--- config.mk ---
export PLATFORM = sky130hd
export DESIGN_NAME = lpdc_mux
export DESIGN_NICKNAME = d
export VERILOG_FILES = /design/src/design/lpdc_pkg.sv /design/src/design/lpdc_mux.sv
export SDC_FILE = /design/constraint.sdc
export NUM_CORES = 1
export LEC_CHECK = 0
export ABC_AREA = 1
export ABC_CLOCK_PERIOD_IN_PS = 3900
export BUFFER_PORTS_ARGS = -buffer_cell sky130_fd_sc_hd__buf_2
export CAP_MARGIN = 15
export CORE_MARGIN = 2
export CORE_UTILIZATION = 40
export CTS_CLUSTER_SIZE = 16
export DETAILED_ROUTE_END_ITERATION = 12
export HOLD_SLACK_MARGIN = 0.1
export PLACE_DENSITY_LB_ADDON = 0.1
export REMOVE_ABC_BUFFERS = 1
export SYNTH_ARGS = -nofsm -noshare
export SYNTH_HDL_FRONTEND = slang
export SYNTH_SLANG_ARGS = --single-unit
--- constraint.sdc ---
create_clock -name clk_i -period 3.9 [get_ports clk_i]
set_input_delay 0.78 -clock clk_i [delete_from_list [all_inputs] [get_ports clk_i]]
set_output_delay 0.78 -clock clk_i [all_outputs]
set_load 0.005 [all_outputs]
--- src/design/lpdc_pkg.sv ---
`default_nettype none
package lpdc_pkg;

  localparam int NumVars    = 7;
  localparam int TableBits  = 128;
  localparam int NumPairs   = 15;
  localparam int NumTriples = 35;

  localparam logic [2:0] KIND_SMALL       = 3'd0;
  localparam logic [2:0] KIND_MUX         = 3'd1;
  localparam logic [2:0] KIND_DISJOINT    = 3'd2;
  localparam logic [2:0] KIND_NONDISJOINT = 3'd3;
  localparam logic [2:0] KIND_NONE        = 3'd4;

  // load strobes for the two inner pipeline stages
  typedef struct packed {
    logic ld1;
    logic ld2;
  } stage_ld_t;

  // bit m set where minterm m has variable k high
  function automatic logic [NumVars-1:0][TableBits-1:0] gen_var_masks();
    logic [NumVars-1:0][TableBits-1:0] res;
    for (int k = 0; k < NumVars; k++) begin
      for (int m = 0; m < TableBits; m++) begin
        res[k][m] = ((m >> k) & 1) != 0;
      end
    end
    return res;
  endfunction

  localparam logic [NumVars-1:0][TableBits-1:0] VarMask = gen_var_masks();

  // variable set of the idx-th pair over six variables
  function automatic logic [NumVars-1:0] pair_sel(input int idx);
    logic [NumVars-1:0] res;
    int cnt;
    res = '0;
    cnt = 0;
    for (int v = 0; v < 6; v++) begin
      for (int u = v + 1; u < 6; u++) begin
        if (cnt == idx) begin
          res = NumVars'((1 << v) | (1 << u));
        end
        cnt++;
      end
    end
    return res;
  endfunction

  // variable set of the idx-th triple over seven variables
  function automatic logic [NumVars-1:0] triple_sel(input int idx);
    logic [NumVars-1:0] res;
    int cnt;
    res = '0;
    cnt = 0;
    for (int v = 0; v < 7; v++) begin
      for (int u = v + 1; u < 7; u++) begin
        for (int y = u + 1; y < 7; y++) begin
          if (cnt == idx) begin
            res = NumVars'((1 << v) | (1 << u) | (1 << y));
          end
          cnt++;
        end
      end
    end
    return res;
  endfunction

  // scatter the bits of val onto the set positions of mask, low first
  function automatic int spread(input logic [NumVars-1:0] mask, input int val);
    int res;
    int k;
    res = 0;
    k = 0;
    for (int b = 0; b < NumVars; b++) begin
      if (mask[b]) begin
        if (((val >> k) & 1) != 0) begin
          res = res | (1 << b);
        end
        k++;
      end
    end
    return res;
  endfunction

endpackage
`default_nettype wire

--- src/design/lpdc_mux.sv ---
`default_nettype none
module lpdc_mux
  import lpdc_pkg::*;
(
  input  wire logic                 clk_i,
  input  wire logic                 rst_ni,
  input  wire stage_ld_t            ld_i,
  input  wire logic [TableBits-1:0] tt_i,
  input  wire logic                 seven_i,
  output logic                      mux_ok_o
);

  logic [NumVars-1:0][1:0][NumVars-1:0] dep_d, dep_q;
  logic                                 seven_q;
  logic                                 mux_ok_d, mux_ok_q;

  // dependence of each cofactor on each other variable
  always_comb begin
    logic [TableBits-1:0] f;
    logic [TableBits-1:0] region;
    logic [TableBits-1:0] diff;
    f      = seven_i ? tt_i : {64'b0, tt_i[63:0]};
    region = seven_i ? '1 : {64'b0, {64{1'b1}}};
    dep_d  = '0;
    for (int w = 0; w < NumVars; w++) begin
      diff = (f ^ (f >> (1 << w))) & ~VarMask[w] & region;
      for (int v = 0; v < NumVars; v++) begin
        dep_d[v][0][w] = |(diff & ~VarMask[v]);
        dep_d[v][1][w] = |(diff & VarMask[v]);
      end
    end
  end

  // support size of both cofactors under five
  always_comb begin
    logic [2:0] sz0;
    logic [2:0] sz1;
    logic       in_range;
    mux_ok_d = 1'b0;
    for (int v = 0; v < NumVars; v++) begin
      sz0 = '0;
      sz1 = '0;
      for (int w = 0; w < NumVars; w++) begin
        if (w != v && (w < 6 || seven_q)) begin
          sz0 = sz0 + 3'(dep_q[v][0][w]);
          sz1 = sz1 + 3'(dep_q[v][1][w]);
        end
      end
      in_range = (v < 6) || seven_q;
      if (in_range && sz0 < 3'd5 && sz1 < 3'd5) begin
        mux_ok_d = 1'b1;
      end
    end
  end

  always_ff @(posedge clk_i or negedge rst_ni) begin
    if (!rst_ni) begin
      seven_q <= 1'b0;
    end else if (ld_i.ld1) begin
      seven_q <= seven_i;
    end
  end

  always_ff @(posedge clk_i) begin
    if (ld_i.ld1) begin
      dep_q <= dep_d;
    end
    if (ld_i.ld2) begin
      mux_ok_q <= mux_ok_d;
    end
  end

  assign mux_ok_o = mux_ok_q;

endmodule
`default_nettype wire

==> run_results.csv <==
group,metric,value,unit
cts,cts_buffers,9,
detailed_routing,avgRoutedWirePerCell,27.0,microns
cts,cts.clk_slew.worst_paths,0.07,ns
sta,tightest_slew,0.814,ns
sta,rsz0062_at_grt,"false",
setup_path,critPathLaunchType,"flip-flop",
setup_path,cp_max_fo,2,
die,core_area,0.0396,sq mm
synth,yosys_warnings,0,
die,die-area,0.0417,sq mm
global_routing,grt_antenna_before_repair,5,
sta,setup-violations-final,0,
die,dieHeight,204,microns
cts,cts_resized,0,
setup_path,r2r_slack,0.75,ns
sta,relSlewSlack,45.7,%
sta,timing.final.crit_share,80.7,%
synth,synth.most_common_cell,"nand2_1",
cts,clockBufferDepth,2,
setup_path,required,4.02,ns
global_routing,grt_pass1_wl,126000,microns
sta,hold_viol,0,
detailed_routing,viasPerCell,5.59,
global_routing,grt_overflow,0,
die,die_w,204,microns
global_routing,grt_max_degree,100,
flow_run,maxCapViolCount,0,
synth,synth_edf_count,85,
placed_design,routabilityCongestion,1.07,
outcome,status,"finished, final reports clean",
synth,synthFlopType,"edfxtp_1",
detailed_routing,drc,0,
pwr,powerDensity,247,mW/mm^2
cts,clock-sinks,86,
placed_design,io_buffers,133,
synth,synth.top_cell.area_share,30.0,%
sta,fin_crit,3.15,ns
die,core.rowCount,73,
synth,synth_common_cells,"1282 x nand2_1, 468 x nor2_1, 249 x nand3_1",
setup_path,slowest_stage,"edfxtp_1",
setup_path,critical_path_arrival,3.27,ns
placed_design,dpl.hpwl,71000,microns
global_routing,grt_usage,43.3,%
synth,synth_cell_types,29,
die,start_util,40.5,%
detailed_routing,drt_wl_total,91000,microns
sta,skew,0.0117,ns
cts,cts-root-buf,"clkbuf_16",
setup_path,cp_top_family,"adder cells",
synth,ys_seq_area_share,16.1,%
sta,setup_tns,0,ns
pwr,leakage,7.94,nW
finish,fin_area,0.0166,sq mm
finish,layout.nets,3045,
synth,synth_area_leader_cell,"nand2_1",
finish,drive_gt1_share,9.54,%
finish,area_delta_synth_final,3.62,%
setup_path,critPathMostFrequentCell,"inv_1",
setup_path,crit_type,"reg -> reg",
detailed_routing,firstDrtPassIters,10,
cts,hold_buffers,0,
synth,synthArstFlopShare,1.16,%
die,pin_count,134,
cts,cts_htree_levels,3,
cts,insertion_delay,0.36,ns
sta,max_freq,0.318,GHz
synth,yosys_register_bits,86,
synth,yosys-top-cells-area,"nand2_1 30%, edfxtp_1 16%, nor2_1 11%",
synth,synth_area_per_cell,5.67,sq um
sta,final_max_slew_viol_count,0,
placed_design,placed_area,0.0164,sq mm
setup_path,crit_chain,"inv_1 > fa_1 > fa_1 > inv_1 > ha_1 > inv_1 > fa_1 > inv_1 > o21bai_1 > nand2_1 > nand2_1 > nor2_1 > nand3_1 > nand2_1 > inv_1",
setup_path,path_buf_inv,5,
detailed_routing,ant_nets,0,
detailed_routing,drt_iter0_markers,2612,
pwr,ir_worst_vdd,0.000190,V
cts,cts_tree,"built",
detailed_routing,vias,18800,
setup_path,worstSetupEndpointType,"flip-flop",
global_routing,first_global_vias,17600,
cts,cts_setup_buffers,0,
setup_path,crit_path_max_incr_delay,0.51,ns
min_path,hold_class,"in -> async",
synth,synthCells,2832,
synth,syn_area,0.0160,sq mm
[worst register-to-register path, stage by stage (launching register included)]
cell and delay [ns]:
edfxtp_1 0.51, inv_1 0.12, fa_1 0.43, fa_1 0.49, inv_1 0.05, ha_1 0.17, inv_1 0.06, fa_1 0.41
inv_1 0.06, o21bai_1 0.07, nand2_1 0.06, nand2_1 0.05, nor2_1 0.23, nand3_1 0.12, nand2_1 0.06, inv_1 0.04
[where the power goes]
group | total [mW] | internal, mW | switching [mW]
Sequential | 1.09 | 1.06 | 0.0321
Clock | 0.863 | 0.437 | 0.426
Combinational | 2.16 | 0.642 | 1.51
[worst paths after layout]
| check | startpoint | to | depth (start not counted) |
|---|---|---|---|
| max in group asynchronous | rst_ni | seven_q$_DFFE_PN0P_ | 1 |
| min reg2reg | seven_q$_DFFE_PN0P_ | seven_q$_DFFE_PN0P_ | 2 |
| min | rst_ni | seven_q$_DFFE_PN0P_ | 1 |
| max | dep_q[25]$_DFFE_PP_ | mux_ok_o$_SDFFCE_PP1P_ | 15 |
| max reg2reg | dep_q[25]$_DFFE_PP_ | mux_ok_o$_SDFFCE_PP1P_ | 15 |
| min in group clk_i | seven_q$_DFFE_PN0P_ | seven_q$_DFFE_PN0P_ | 2 |
[state kept, by name, indices dropped and copies added, names as in the netlist]
register / count
seven_q: 1
dep_q: 84
mux_ok_o: 1
[placed cells by master (no fill, tap or decap), drive strengths merged]
| cell | count |
|---|---|
| a21oi | 1 |
| buf | 148 |
| clkbuf | 9 |
| clkinv | 12 |
| dfrtp | 1 |
| diode | 1 |
| edfxtp | 85 |
| fa | 36 |
| ha | 39 |
| inv | 202 |
| nand2 | 1339 |
| nand3 | 250 |
| nand3b | 6 |
| nand4 | 10 |
| nor2 | 483 |
| o21ai | 14 |
| o21bai | 7 |
| or2 | 2 |
| xnor2 | 197 |
[routing by layer]
| metal | part of all wire (%) | vias up | track usage (%) |
|---|---|---|---|
| li1 | - | 8620 | - |
| met1 | 37 | 8531 | 53.2 |
| met2 | 43 | 1310 | 66.4 |
| met3 | 12 | 350 | 11.1 |
| met4 | 8.3 | 6 | 29.4 |
| met5 | 0.048 | - | 0 |
[through the flow]
step	util (%)	hold slack [ns]	worst slack, ns	cells	power [mW]
2_1_floorplan	-	0.484	1.13	2678	2.31
3_3_place_gp	41.3	0.543	0.690	3351	3.17
3_5_place_dp	41.3	0.551	0.665	3351	3.20
4_1_cts	41.9	0.173	0.686	3366	4.05
5_1_grt	41.9	0.179	0.533	3366	4.35
6_report	42.0	0.185	0.753	3367	4.11
[cells by family (layout without fill, tap and decap cells)]
group,Yosys count,in the layout,synth area share [%]
buffers and inverters,362,371,12.1
other,0,1,0
AND/OR/NAND/NOR,2090,2090,52.6
flip-flops,86,86,16.1
AO/OA/AOI/OAI,22,22,0.795
XOR/XNOR,197,197,10.9
adder cells (fa/ha/maj),75,75,7.53
[final cells by class]
class | instances | area, sq um
Antenna cell | 1 | 2.50
Clock buffer | 9 | 225
Clock inverter | 6 | 46.3
Fill cell | 4373 | 23000
Inverter | 208 | 781
Multi-Input combinational cell | 2384 | 11500
Sequential cell | 86 | 2580
Tap cell | 525 | 657
Timing Repair Buffer | 148 | 816
Power figures use the tool's default switching activity.
